**src/rtl/pulse_width_line_transmitter_unit_assert.svh**
```systemverilog
// Assertion macros for the pulse-width line transmitter.
`ifndef PULSE_WIDTH_LINE_TRANSMITTER_UNIT_ASSERT_SVH
`define PULSE_WIDTH_LINE_TRANSMITTER_UNIT_ASSERT_SVH

// Same-cycle implication, checked out of reset.
`define PWLT_ASSERT_NOW(label, ante, cons) \
  label: assert property (@(posedge clk_i) disable iff (!rst_ni) (ante) |-> (cons)) \
    else $error("pwlt assertion failed");

// Next-cycle implication, checked out of reset.
`define PWLT_ASSERT_NEXT(label, ante, cons) \
  label: assert property (@(posedge clk_i) disable iff (!rst_ni) (ante) |=> (cons)) \
    else $error("pwlt assertion failed");

`endif

```
**src/rtl/pwlt_pkg.sv**
```systemverilog
package pwlt_pkg;

  localparam int unsigned WordBits  = 16;
  localparam int unsigned TimerBits = 8;
  localparam int unsigned CfgBits   = 8;
  localparam int unsigned CountBits = $clog2(WordBits + 1);
  localparam int unsigned AddrBits  = 5;
  localparam int unsigned DataBits  = 32;
  localparam int unsigned TimerMax  = (1 << TimerBits) - 1;

  typedef logic [TimerBits-1:0] timer_t;
  typedef logic [CfgBits-1:0]   cfg_val_t;
  typedef logic [WordBits-1:0]  word_t;
  typedef logic [CountBits-1:0] count_t;

  // register indexes (byte address / 4)
  localparam logic [2:0] RegOneLow  = 3'd0;
  localparam logic [2:0] RegOneHigh = 3'd1;
  localparam logic [2:0] RegZeroLow = 3'd2;
  localparam logic [2:0] RegZeroHi  = 3'd3;
  localparam logic [2:0] RegGap     = 3'd4;

  typedef enum logic [3:0] {
    PhIdle = 4'b0001,
    PhLow  = 4'b0010,
    PhHigh = 4'b0100,
    PhGap  = 4'b1000
  } phase_e;

  typedef struct packed {
    cfg_val_t one_low;
    cfg_val_t one_high;
    cfg_val_t zero_low;
    cfg_val_t zero_high;
    cfg_val_t gap;
  } timing_t;

  localparam timing_t TimingReset = '{
    one_low:   cfg_val_t'(2),
    one_high:  cfg_val_t'(5),
    zero_low:  cfg_val_t'(7),
    zero_high: cfg_val_t'(0),
    gap:       cfg_val_t'(3)
  };

  function automatic timer_t timer_sat(input cfg_val_t v);
    if (32'(v) > 32'(TimerMax)) begin
      return timer_t'(32'(TimerMax));
    end
    return timer_t'(v);
  endfunction

  function automatic timer_t at_least_one(input cfg_val_t v);
    if (v == '0) begin
      return timer_t'(1);
    end
    return timer_sat(v);
  endfunction

endpackage

```
**src/rtl/pulse_width_line_transmitter_unit.sv**
```systemverilog
// Pulse-width single-wire transmitter, line idles high. A send item loads a
// 16-bit word (taken only while idle) and each tick item advances time by one
// tick; bits go out LSB first as low pulse, high time and recovery gap, with
// the timings set through the APB registers. Every item yields one result
// (line level, busy, accepted) in the output register on the clock after it
// is accepted. One item per clock: the transmitter state updates in a single
// step, and input ready only drops while a result sits unread in the output
// register and out_ready_i is low.
module pulse_width_line_transmitter_unit (
  input  logic                            clk_i,
  input  logic                            rst_ni,
  input  logic                            in_valid_i,
  output logic                            in_ready_o,
  input  logic                            kind_i,
  input  logic [pwlt_pkg::WordBits-1:0]   word_in_i,
  output logic                            out_valid_o,
  input  logic                            out_ready_i,
  output logic                            line_level_o,
  output logic                            busy_res_o,
  output logic                            accepted_o,
  input  logic                            psel,
  input  logic                            penable,
  input  logic                            pwrite,
  input  logic [pwlt_pkg::AddrBits-1:0]   paddr,
  input  logic [pwlt_pkg::DataBits-1:0]   pwdata,
  output logic [pwlt_pkg::DataBits-1:0]   prdata,
  output logic                            pready
);
  import pwlt_pkg::*;

  timing_t timing;

  phase_e phase_q, phase_d;
  timer_t ticks_q, ticks_d;
  word_t  shift_q, shift_d;
  count_t bits_q, bits_d;

  logic out_valid_q;
  logic line_level_q, busy_q, accepted_q;
  logic acc;
  logic accept;
  word_t  shifted;
  count_t bits_dec;

  pwlt_regs u_regs (
    .clk_i    (clk_i),
    .rst_ni   (rst_ni),
    .psel     (psel),
    .penable  (penable),
    .pwrite   (pwrite),
    .paddr    (paddr),
    .pwdata   (pwdata),
    .prdata   (prdata),
    .pready   (pready),
    .timing_o (timing)
  );

  assign in_ready_o = !out_valid_q || out_ready_i;
  assign accept     = in_valid_i && in_ready_o;

  assign shifted  = shift_q >> 1;
  assign bits_dec = (bits_q != '0) ? bits_q - count_t'(1) : '0;

  always_comb begin
    phase_d = phase_q;
    ticks_d = ticks_q;
    shift_d = shift_q;
    bits_d  = bits_q;
    acc     = 1'b0;
    if (kind_i) begin
      if (phase_q == PhIdle) begin
        shift_d = word_in_i;
        bits_d  = count_t'(WordBits);
        phase_d = PhLow;
        ticks_d = at_least_one(word_in_i[0] ? timing.one_low : timing.zero_low);
        acc     = 1'b1;
      end
    end else begin
      unique case (phase_q)
        PhIdle: ;
        PhLow: begin
          if (ticks_q > timer_t'(1)) begin
            ticks_d = ticks_q - timer_t'(1);
          end else if (timer_sat(shift_q[0] ? timing.one_high : timing.zero_high) == '0) begin
            // no high time: straight into the gap
            phase_d = PhGap;
            ticks_d = at_least_one(timing.gap);
          end else begin
            phase_d = PhHigh;
            ticks_d = timer_sat(shift_q[0] ? timing.one_high : timing.zero_high);
          end
        end
        PhHigh: begin
          if (ticks_q > timer_t'(1)) begin
            ticks_d = ticks_q - timer_t'(1);
          end else begin
            phase_d = PhGap;
            ticks_d = at_least_one(timing.gap);
          end
        end
        PhGap: begin
          if (ticks_q > timer_t'(1)) begin
            ticks_d = ticks_q - timer_t'(1);
          end else if (bits_dec == '0) begin
            phase_d = PhIdle;
            ticks_d = '0;
            shift_d = '0;
            bits_d  = '0;
          end else begin
            shift_d = shifted;
            bits_d  = bits_dec;
            phase_d = PhLow;
            ticks_d = at_least_one(shifted[0] ? timing.one_low : timing.zero_low);
          end
        end
        default: ;
      endcase
    end
  end

  always_ff @(posedge clk_i or negedge rst_ni) begin
    if (!rst_ni) begin
      phase_q <= PhIdle;
      ticks_q <= '0;
      shift_q <= '0;
      bits_q  <= '0;
    end else if (accept) begin
      phase_q <= phase_d;
      ticks_q <= ticks_d;
      shift_q <= shift_d;
      bits_q  <= bits_d;
    end
  end

  always_ff @(posedge clk_i or negedge rst_ni) begin
    if (!rst_ni) begin
      out_valid_q <= 1'b0;
    end else if (accept) begin
      out_valid_q <= 1'b1;
    end else if (out_ready_i) begin
      out_valid_q <= 1'b0;
    end
  end

  always_ff @(posedge clk_i) begin
    if (accept) begin
      line_level_q <= (phase_d != PhLow);
      busy_q       <= (phase_d != PhIdle);
      accepted_q   <= acc;
    end
  end

  assign out_valid_o  = out_valid_q;
  assign line_level_o = line_level_q;
  assign busy_res_o   = busy_q;
  assign accepted_o   = accepted_q;

`include "pulse_width_line_transmitter_unit_assert.svh"

  `PWLT_ASSERT_NOW(a_idle_clear, phase_q == PhIdle, bits_q == '0 && ticks_q == '0)
  `PWLT_ASSERT_NOW(a_busy_bits, phase_q != PhIdle, bits_q != '0 && ticks_q != '0)
  `PWLT_ASSERT_NOW(a_taken_busy, out_valid_q && accepted_q, busy_q)
  `PWLT_ASSERT_NEXT(a_send_low, accept && kind_i && phase_q == PhIdle, out_valid_q && accepted_q && !line_level_q)

endmodule

```
**src/rtl/pwlt_regs.sv**
```systemverilog
module pwlt_regs (
  input  logic                            clk_i,
  input  logic                            rst_ni,
  input  logic                            psel,
  input  logic                            penable,
  input  logic                            pwrite,
  input  logic [pwlt_pkg::AddrBits-1:0]   paddr,
  input  logic [pwlt_pkg::DataBits-1:0]   pwdata,
  output logic [pwlt_pkg::DataBits-1:0]   prdata,
  output logic                            pready,
  output pwlt_pkg::timing_t               timing_o
);
  import pwlt_pkg::*;

  timing_t    timing_q;
  logic       wr_en;
  logic [2:0] idx;
  cfg_val_t   wval;
  cfg_val_t   rval;

  assign pready = 1'b1;
  assign wr_en  = psel && penable && pwrite;
  assign idx    = paddr[AddrBits-1:2];
  assign wval   = pwdata[CfgBits-1:0];

  always_ff @(posedge clk_i or negedge rst_ni) begin
    if (!rst_ni) begin
      timing_q <= TimingReset;
    end else if (wr_en) begin
      unique case (idx)
        RegOneLow:  timing_q.one_low   <= wval;
        RegOneHigh: timing_q.one_high  <= wval;
        RegZeroLow: timing_q.zero_low  <= wval;
        RegZeroHi:  timing_q.zero_high <= wval;
        RegGap:     timing_q.gap       <= wval;
        default: ;
      endcase
    end
  end

  always_comb begin
    unique case (idx)
      RegOneLow:  rval = timing_q.one_low;
      RegOneHigh: rval = timing_q.one_high;
      RegZeroLow: rval = timing_q.zero_low;
      RegZeroHi:  rval = timing_q.zero_high;
      RegGap:     rval = timing_q.gap;
      default:    rval = '0;
    endcase
  end

  assign prdata   = DataBits'(rval);
  assign timing_o = timing_q;

endmodule

```
**config.mk**
```make
export PLATFORM = sky130hd
export DESIGN_NAME = pulse_width_line_transmitter_unit
export DESIGN_NICKNAME = d
export VERILOG_FILES = /design/src/rtl/pwlt_pkg.sv /design/src/rtl/pulse_width_line_transmitter_unit.sv /design/src/rtl/pwlt_regs.sv
export VERILOG_INCLUDE_DIRS = /design/src /design/src/rtl
export SDC_FILE = /design/constraint.sdc
export NUM_CORES = 1
export LEC_CHECK = 0
export BUFFER_PORTS_ARGS = -buffer_cell sky130_fd_sc_hd__clkbuf_2
export CORE_ASPECT_RATIO = 1.25
export CORE_MARGIN = 3
export CORE_UTILIZATION = 35
export CTS_BUF_LIST = sky130_fd_sc_hd__clkbuf_16
export DETAILED_ROUTE_END_ITERATION = 8
export GPL_TIMING_DRIVEN = 0
export PLACE_DENSITY = 0.67
export SYNTH_ARGS = -nofsm -noshare
export SYNTH_HDL_FRONTEND = slang
export SYNTH_SLANG_ARGS = --single-unit
```
**constraint.sdc**
```tcl
create_clock -name clk_i -period 2.6 [get_ports clk_i]
set_input_delay 0.39 -clock clk_i [delete_from_list [all_inputs] [get_ports clk_i]]
set_output_delay 0.39 -clock clk_i [all_outputs]
set_load 0.01 [all_outputs]
```
==> results of run 1 <==
## final cells by class
class                      count  area [sq um]
buffer                        51           305
clock buffer                   9           225
clock inverter                 7          48.8
fill                        1326          7680
inverter                       9          33.8
multi-input combinational    364          2580
sequential                    77          1950
tap                          171           214
timing repair buffer          45           250
## power groups by stage
stage               combinational, mW  clock (mW)  sequential [mW]
floorplan                        1.46           0             1.81
global placement                 1.83           0             1.91
detailed placement               1.89           0             1.93
CTS                              1.90        1.19             1.91
global route                     2.13        1.25             1.98
finish                           1.91        1.17             1.92
## flip-flops by register name (all words and copies together) (netlist names)
register,cells
u_regs.timing_o,40
shift_q,16
ticks_q,8
bits_q,5
phase_q,4
accepted_o,1
busy_res_o,1
line_level_o,1
out_valid_o,1
## timing repair
item	4_1_cts	5_1_grt
buffers inserted	0	0
gates resized for setup	0	3
endpoints found under the hold margin	0	0
endpoints found under the setup margin	0	5
## worst register-to-register path, stage by stage, from the launching register on
cell	delay (ns)
dfstp_2	0.54
clkbuf_1	0.37
nor2_1	0.16
o211a_1	0.14
buf_2	0.18
o21ai_2	0.32
buf_2	0.29
nor2_1	0.07
a32oi_1	0.22
## cells by family after synthesis
family          Yosys count
fa+ha+maj                 3
compound gates          127
flops                    77
simple gates            126
xor+xnor                  4
mux                      79
buf+inv                  60
other cells               2
## stage by stage
step,total power [mW],std cells,hold slack [ns],util
2_1_floorplan,3.27,501,0.0944,-
3_5_place_dp,3.82,717,0.380,0.401
3_3_place_gp,3.74,716,0.465,0.399
5_1_grt,5.36,733,0.0172,0.422
6_report,5.00,733,-0.00398,0.422
4_1_cts,5.00,733,0.0145,0.422
## layer usage
layer  global-route usage  share of wire  vias up
met2                0.299           0.49      166
met1                0.209           0.42     1876
met4               0.0815          0.032        0
met3               0.0407          0.058       34
li1                     -              -     1903
met5                    0              0        -
## path summary, 6_finish.rpt
| kind | start | to | cells after the start |
|---|---|---|---|
| hold reg to reg | shift_q[10] | shift_q[10] | 2 |
| hold / removal | rst_ni | u_regs.timing_o[25] | 1 |
| setup / recovery | phase_q[0] | ticks_q[0] | 8 |
| max in group asynchronous | rst_ni | u_regs.timing_o[0] | 2 |
| min in group clk_i | in_valid_i | out_valid_o | 2 |
| setup reg to reg | phase_q[0] | ticks_q[0] | 8 |
## cell usage in the layout, fill, tap and decap left out, types with 3 or more instances in the layout
cell type  Yosys  routed
a211oi_1       5       5
a21oi_1       17      17
a221o_1        3       3
a221oi_1       6       6
a22oi_1       15      15
a31oi_1        4       4
a41oi_1        4       4
buf_2          8       8
buf_4         25      25
clkbuf_1      14      13
clkbuf_16      0       9
clkbuf_2       1      45
conb_1         2      25
dfrtp_1       65      65
dfstp_2        9       9
edfxtp_1       3       3
ha_1           3       3
inv_1          9       9
mux2_2        50      50
mux2i_1       29      29
nand2_1       45      45
nand2b_1      10      10
nand3_1        7       7
nor2_1        23      23
nor2b_1        5       5
nor3_1         9       8
nor4_1         5       5
o211ai_1       4       4
o21ai_0       25      25
o21ai_1        3       3
o22ai_1        9       9
o31ai_1        5       5
or3_1          3       3
xnor2_1        3       3
==> qor.yml, run 1 <==
global_route:
  antenna_found_initial: 0
  grt_pass1_vias: 4161
  grt_max_degree: 48
  grt_overflow: 0
  grt_pass1_wl_um: 21400
  grtUsageTotal: 0.175
power:
  switching_share: 0.392
  peakVddDrop_v: 0.000486
  p_clk_frac: 0.234
  p_int_mw: 3.04
  p_seq_frac: 0.385
  combPwrFrac: 0.382
  p_leak_nw: 2.51
  switchingPower_mw: 1.96
  powerDensity_mw_per_mm2: 891
sta:
  max_clock_freq_ghz: 0.421
  rsz0062_at_grt: "false"
  drv_slew: 0
  hold_viol_final: 1
  worstMarginPinSlew_ns: 0.998
  slew_headroom: 0.333
  setup_slack_ns: 0.227
  min_period_ns: 2.37
  fin_crit_sh: 0.913
  whs_ns: -0.00398
  finalSetupViolCount: 0
  tns_ns: 0
  clock-skew-final_ns: 0.00749
setup_path:
  path_delay_family: "buffers and inverters"
  critPathLaunchType: "flop"
  worstPathCellList: "clkbuf_1 > nor2_1 > o211a_1 > buf_2 > o21ai_2 > buf_2 > nor2_1 > a32oi_1"
  cp_max_fo: 10
  path_buf_inv: 3
  slowest_delay_ns: 0.54
  slowest_stage: "dfstp_2"
  end_kind: "flop"
  crit_type: "reg -> reg"
  reg2reg_slack_ns: 0.23
  arrival_ns: 2.63
  crit_required_ns: 2.86
die:
  die_w_um: 111
  die_area_sq_mm: 0.0151
  fp.coreArea_sq_mm: 0.0133
  row_count: 47
  initial_core_util: 0.360
  io_pins: 99
  die_height_um: 137
yosys:
  synthSimpleGateAreaFrac: 0.141
  synth_area_sq_mm: 0.00478
  synth_xor_xnor_area_share: 0.00733
  yosysSeqAreaShare: 0.409
  yosys.area.top_type: "dfrtp_1"
  async_flop_share: 0.961
  yosysWarnings: 0
  yosys.cell_types.count: 71
  synth_cells: 478
  synth_common_cells: "65 x dfrtp_1, 50 x mux2_2, 45 x nand2_1"
  synthMuxAreaShare: 0.178
  synth_top_family_by_area: "compound AO/OA/AOI/OAI gates"
  avgSynthCellArea_sq_um: 10.0
  synthAdderAreaFrac: 0.00785
  synth-compound-area-share: 0.185
  synthFlopType: "dfrtp_1"
  synth-edff-count: 3
  yosys_register_bits: 77
  yosys.area.top_type_share: 0.340
  yosysMostFrequentCell: "dfrtp_1"
  synthTopCellsByArea: "dfrtp_1 34%, mux2_2 12%, mux2i_1 6.1%"
cells_and_area:
  syn_to_final_growth_pct: 17.4
  insertedDiodeCount: 0
  drive_gt1_frac: 0.301
  final_area_sq_mm: 0.00561
  fin_nets: 621
detailed_routing:
  routed_via_density: 5.43
  drtAntennaViolNets: 0
  drt-total-wl_um: 12600
  drtIter0Drc: 217
  drc: 0
  num_vias: 3979
  wire_per_inst_um: 17.3
  first_pass_iters: 5
placed_design:
  place_area_sq_mm: 0.00533
  dp_hpwl_um: 9600
  place_ws_ns: 0.190
  gp_congestion: 0.884
  io_buffer_count: 44
cts:
  clk_path_buf_depth: 2
  cts_tree: "built"
  clock_sinks: 77
  cts_buffers: 9
  cts_hold_buffers: 0
  h-tree-depth: 3
  clk_pin_slew_ns: 0.06
  clk_latency_ns: 0.35
  cts_root_buf: "clkbuf_16"
min_path:
  hold_path.class: "in -> async"
job:
  cap_violations: 0
status:
  status: "finished with violations"
  violations: "hold timing"
No activity file was read; power rests on OpenSTA's default activity.
==> inputs of run 2 (changes only) <==
Settings changed: ABC_AREA set to 1, CTS_BUF_LIST sky130_fd_sc_hd__clkbuf_16 to not set.
==> run 2 against run 1 <==
The flow now finishes without violations. Global-route usage shrank 0.13 points. Count of clock-buffer cells in the layout grew 4. Critical path depth grew 2. First-iteration DRC count grew 47%. Sequential share of layout area shrank 0.14 points. Combinational power grew 12%. Via count grew 10%. Utilization grew 0.17 points. Total power grew 5.2%. Sequential cell count is the same. Setup slack gained 0.17 ns. Critical path type unchanged.
==> qor.yml, run 2 <==
cts:
  cts_hold_buffers: 0  # unchanged
  clk_pin_slew_ns: 0.05  # about the same
  clk_latency_ns: 0.34  # about the same
  cts_tree: "built"
  cts_buffers: 9  # unchanged
  clock_sinks: 77  # unchanged
  clk_path_buf_depth: 2  # unchanged
  cts_setup_buffers: 0  # unchanged
  cts_root_buf: "clkbuf_16"
  h-tree-depth: 3  # unchanged
  post_cts_resized: 0  # unchanged
sta:
  min_period_ns: 2.20  # -0.170 ns
  max_clock_freq_ghz: 0.454  # +7.7%
  fin_crit_sh: 0.847  # -0.0655
  finalSetupViolCount: 0  # unchanged
  drv_slew: 0  # unchanged
  tns_ns: 0  # unchanged
  hold_viol_final: 0  # -1
  slew_headroom: 0.600  # +0.267
  worstMarginPinSlew_ns: 0.597  # -0.401 ns
  clock-skew-final_ns: 0.00806  # +0.000570 ns
  rsz0062_at_grt: "false"
yosys:
  yosysWarnings: 0  # unchanged
  async_flop_share: 0.961  # unchanged
  synthFlopType: "dfrtp_1"
  avgSynthCellArea_sq_um: 7.35  # -27%
  yosys_register_bits: 77  # unchanged
  synth-edff-count: 3  # unchanged
  yosys.area.top_type: "dfrtp_1"
  synthTopCellsByArea: "dfrtp_1 34%, nand2_1 15%, o21ai_0 7.6%"
  yosysMostFrequentCell: "nand2_1"
  synth_area_sq_mm: 0.00478  # about the same
  yosys.area.top_type_share: 0.340  # about the same
  yosysSeqAreaShare: 0.409  # about the same
  yosys.cell_types.count: 40  # -44%
  synth_cells: 650  # +36%
  synth_common_cells: "190 x nand2_1, 73 x inv_1, 73 x o21ai_0"
power:
  powerDensity_mw_per_mm2: 934  # +4.8%
  total_power_mw: 5.26  # +5.2%
  p_leak_nw: 2.86  # +14%
  peakVddDrop_v: 0.000386  # -21%
global_route:
  grtUsageTotal: 0.173  # -0.00131
  antenna_found_initial: 0  # unchanged
  grt_max_degree: 49  # +2.1%
  grt_overflow: 0  # unchanged
  grt_pass1_wl_um: 21100  # -1.0%
  grt_pass1_vias: 4073  # -2.1%
detailed_routing:
  drtIter0Drc: 319  # +47%
  num_vias: 4379  # +10%
  routed_via_density: 4.83  # -11%
  drtAntennaViolNets: 0  # unchanged
  drc: 0  # unchanged
  wire_per_inst_um: 14.0  # -19%
  first_pass_iters: 5  # unchanged
  drt-total-wl_um: 12700  # +0.28%
placed_design:
  dp_hpwl_um: 9400  # -2.1%
  gp_congestion: 0.930  # +5.3%
  io_buffer_count: 46  # +4.5%
die:
  die_height_um: 137  # about the same
  initial_core_util: 0.359  # about the same
  die_area_sq_mm: 0.0151  # about the same
  fp.coreArea_sq_mm: 0.0133  # unchanged
  row_count: 47  # unchanged
  die_w_um: 110  # about the same
  io_pins: 99  # unchanged
setup_path:
  arrival_ns: 2.29  # -0.34 ns
  slowest_stage: "dfrtp_1"
  end_kind: "flop"
  timing.rr.start: "ticks_q[0]"
  path_buf_inv: 2  # -1
  crit_type: "reg -> reg"
  crit_top_cell: "nand2_1"
  slowest_delay_ns: 0.40  # -0.14 ns
  crit_required_ns: 2.68  # -0.18 ns
  worstPathCellList: "inv_1 > ha_1 > o21ai_1 > nor2_2 > inv_2 > and2_1 > nor2_1 > nand2_1 > a21oi_1 > nand2_1"
  cp_max_fo: 9  # -1
  path_delay_family: "simple AND/OR/NAND/NOR gates"
  critPathLaunchType: "flop"
  cp-startpoint: "ticks_q[0]"
cells_and_area:
  drive_gt1_frac: 0.182  # -0.119
  final_cell_mix: "190 x nand2_1, 73 x inv_1, 73 x o21ai_0, 65 x dfrtp_1, 49 x nand3_1"
  final_common_cell: "nand2_1"
  largest_register_ffs: 40  # unchanged
  insertedDiodeCount: 0  # unchanged
  syn_to_final_growth_pct: 17.9
  fin_nets: 795  # +28%
job:
  cap_violations: 0  # unchanged
min_path:
  hold_path.class: "in -> async"
status:
  status: "finished clean"
## run 2: area by class of cell
class	instances	area, sq um
clock inverters	3	46.3
multi-input cells	470	2310
inverters	80	302
fillers	1417	7660
flip-flops and latches	77	1950
plain buffers	46	295
clock buffers	13	250
repair buffers	47	260
well taps	171	214
## run 2: worst paths after layout
kind,end,depth (start not counted),slack (ns)
max in group asynchronous,u_regs.timing_o[33],2,1.96
hold / removal,out_valid_o,1,0.005
setup / recovery,busy_res_o,10,0.40
setup reg to reg,busy_res_o,10,0.40
min in group clk_i,out_valid_o,3,0.27
hold reg to reg,u_regs.timing_o[35],2,0.49
## run 2: logic make-up after synthesis
family | Yosys count | share of synthesized area
AND/OR/NAND/NOR | 296 | 0.267
AO/OA/AOI/OAI | 139 | 0.176
XOR/XNOR | 5 | 0.00917
other | 2 | 0.00157
buffers and inverters | 126 | 0.125
flip-flops | 77 | 0.409
adder cells (fa/ha/maj) | 3 | 0.00786
multiplexers | 2 | 0.00419
## run 2: per-stage QoR
stage	setup slack (ns)	hold WS, ns	std cells	cell area [sq um]	util
2_1_floorplan	0.756	0.0944	673	4860	-
3_3_place_gp	0.427	0.456	890	5310	0.399
3_5_place_dp	0.453	0.372	891	5340	0.402
4_1_cts	0.425	0.0176	907	5630	0.424
5_1_grt	0.156	0.0349	907	5630	0.424
6_report	0.398	0.00490	907	5630	0.424
## run 2: metal layers
metal | vias to the layer above | share of wire | global-route usage
met5 | - | 0 | 0
met4 | 0 | 0.023 | 0.0513
met3 | 26 | 0.048 | 0.0332
met2 | 127 | 0.46 | 0.284
met1 | 1991 | 0.47 | 0.235
li1 | 2235 | - | -
## run 2: report_power, final
group | total [mW] | internal (mW) | switching, mW | leakage [nW]
clock network | 1.26 | 0.774 | 0.488 | 0.140
logic | 2.13 | 0.830 | 1.30 | 1.79
registers | 1.87 | 1.57 | 0.302 | 0.929
total | 5.26 | 3.17 | 2.09 | 2.86
## run 2: worst register-to-register path, cell delays in order (launching register included)
cell and delay (ns):
dfrtp_1 0.40, inv_1 0.12, ha_1 0.22, o21ai_1 0.10, nor2_2 0.27, inv_2 0.16, and2_1 0.20, nor2_1 0.11
nand2_1 0.08, a21oi_1 0.22, nand2_1 0.07
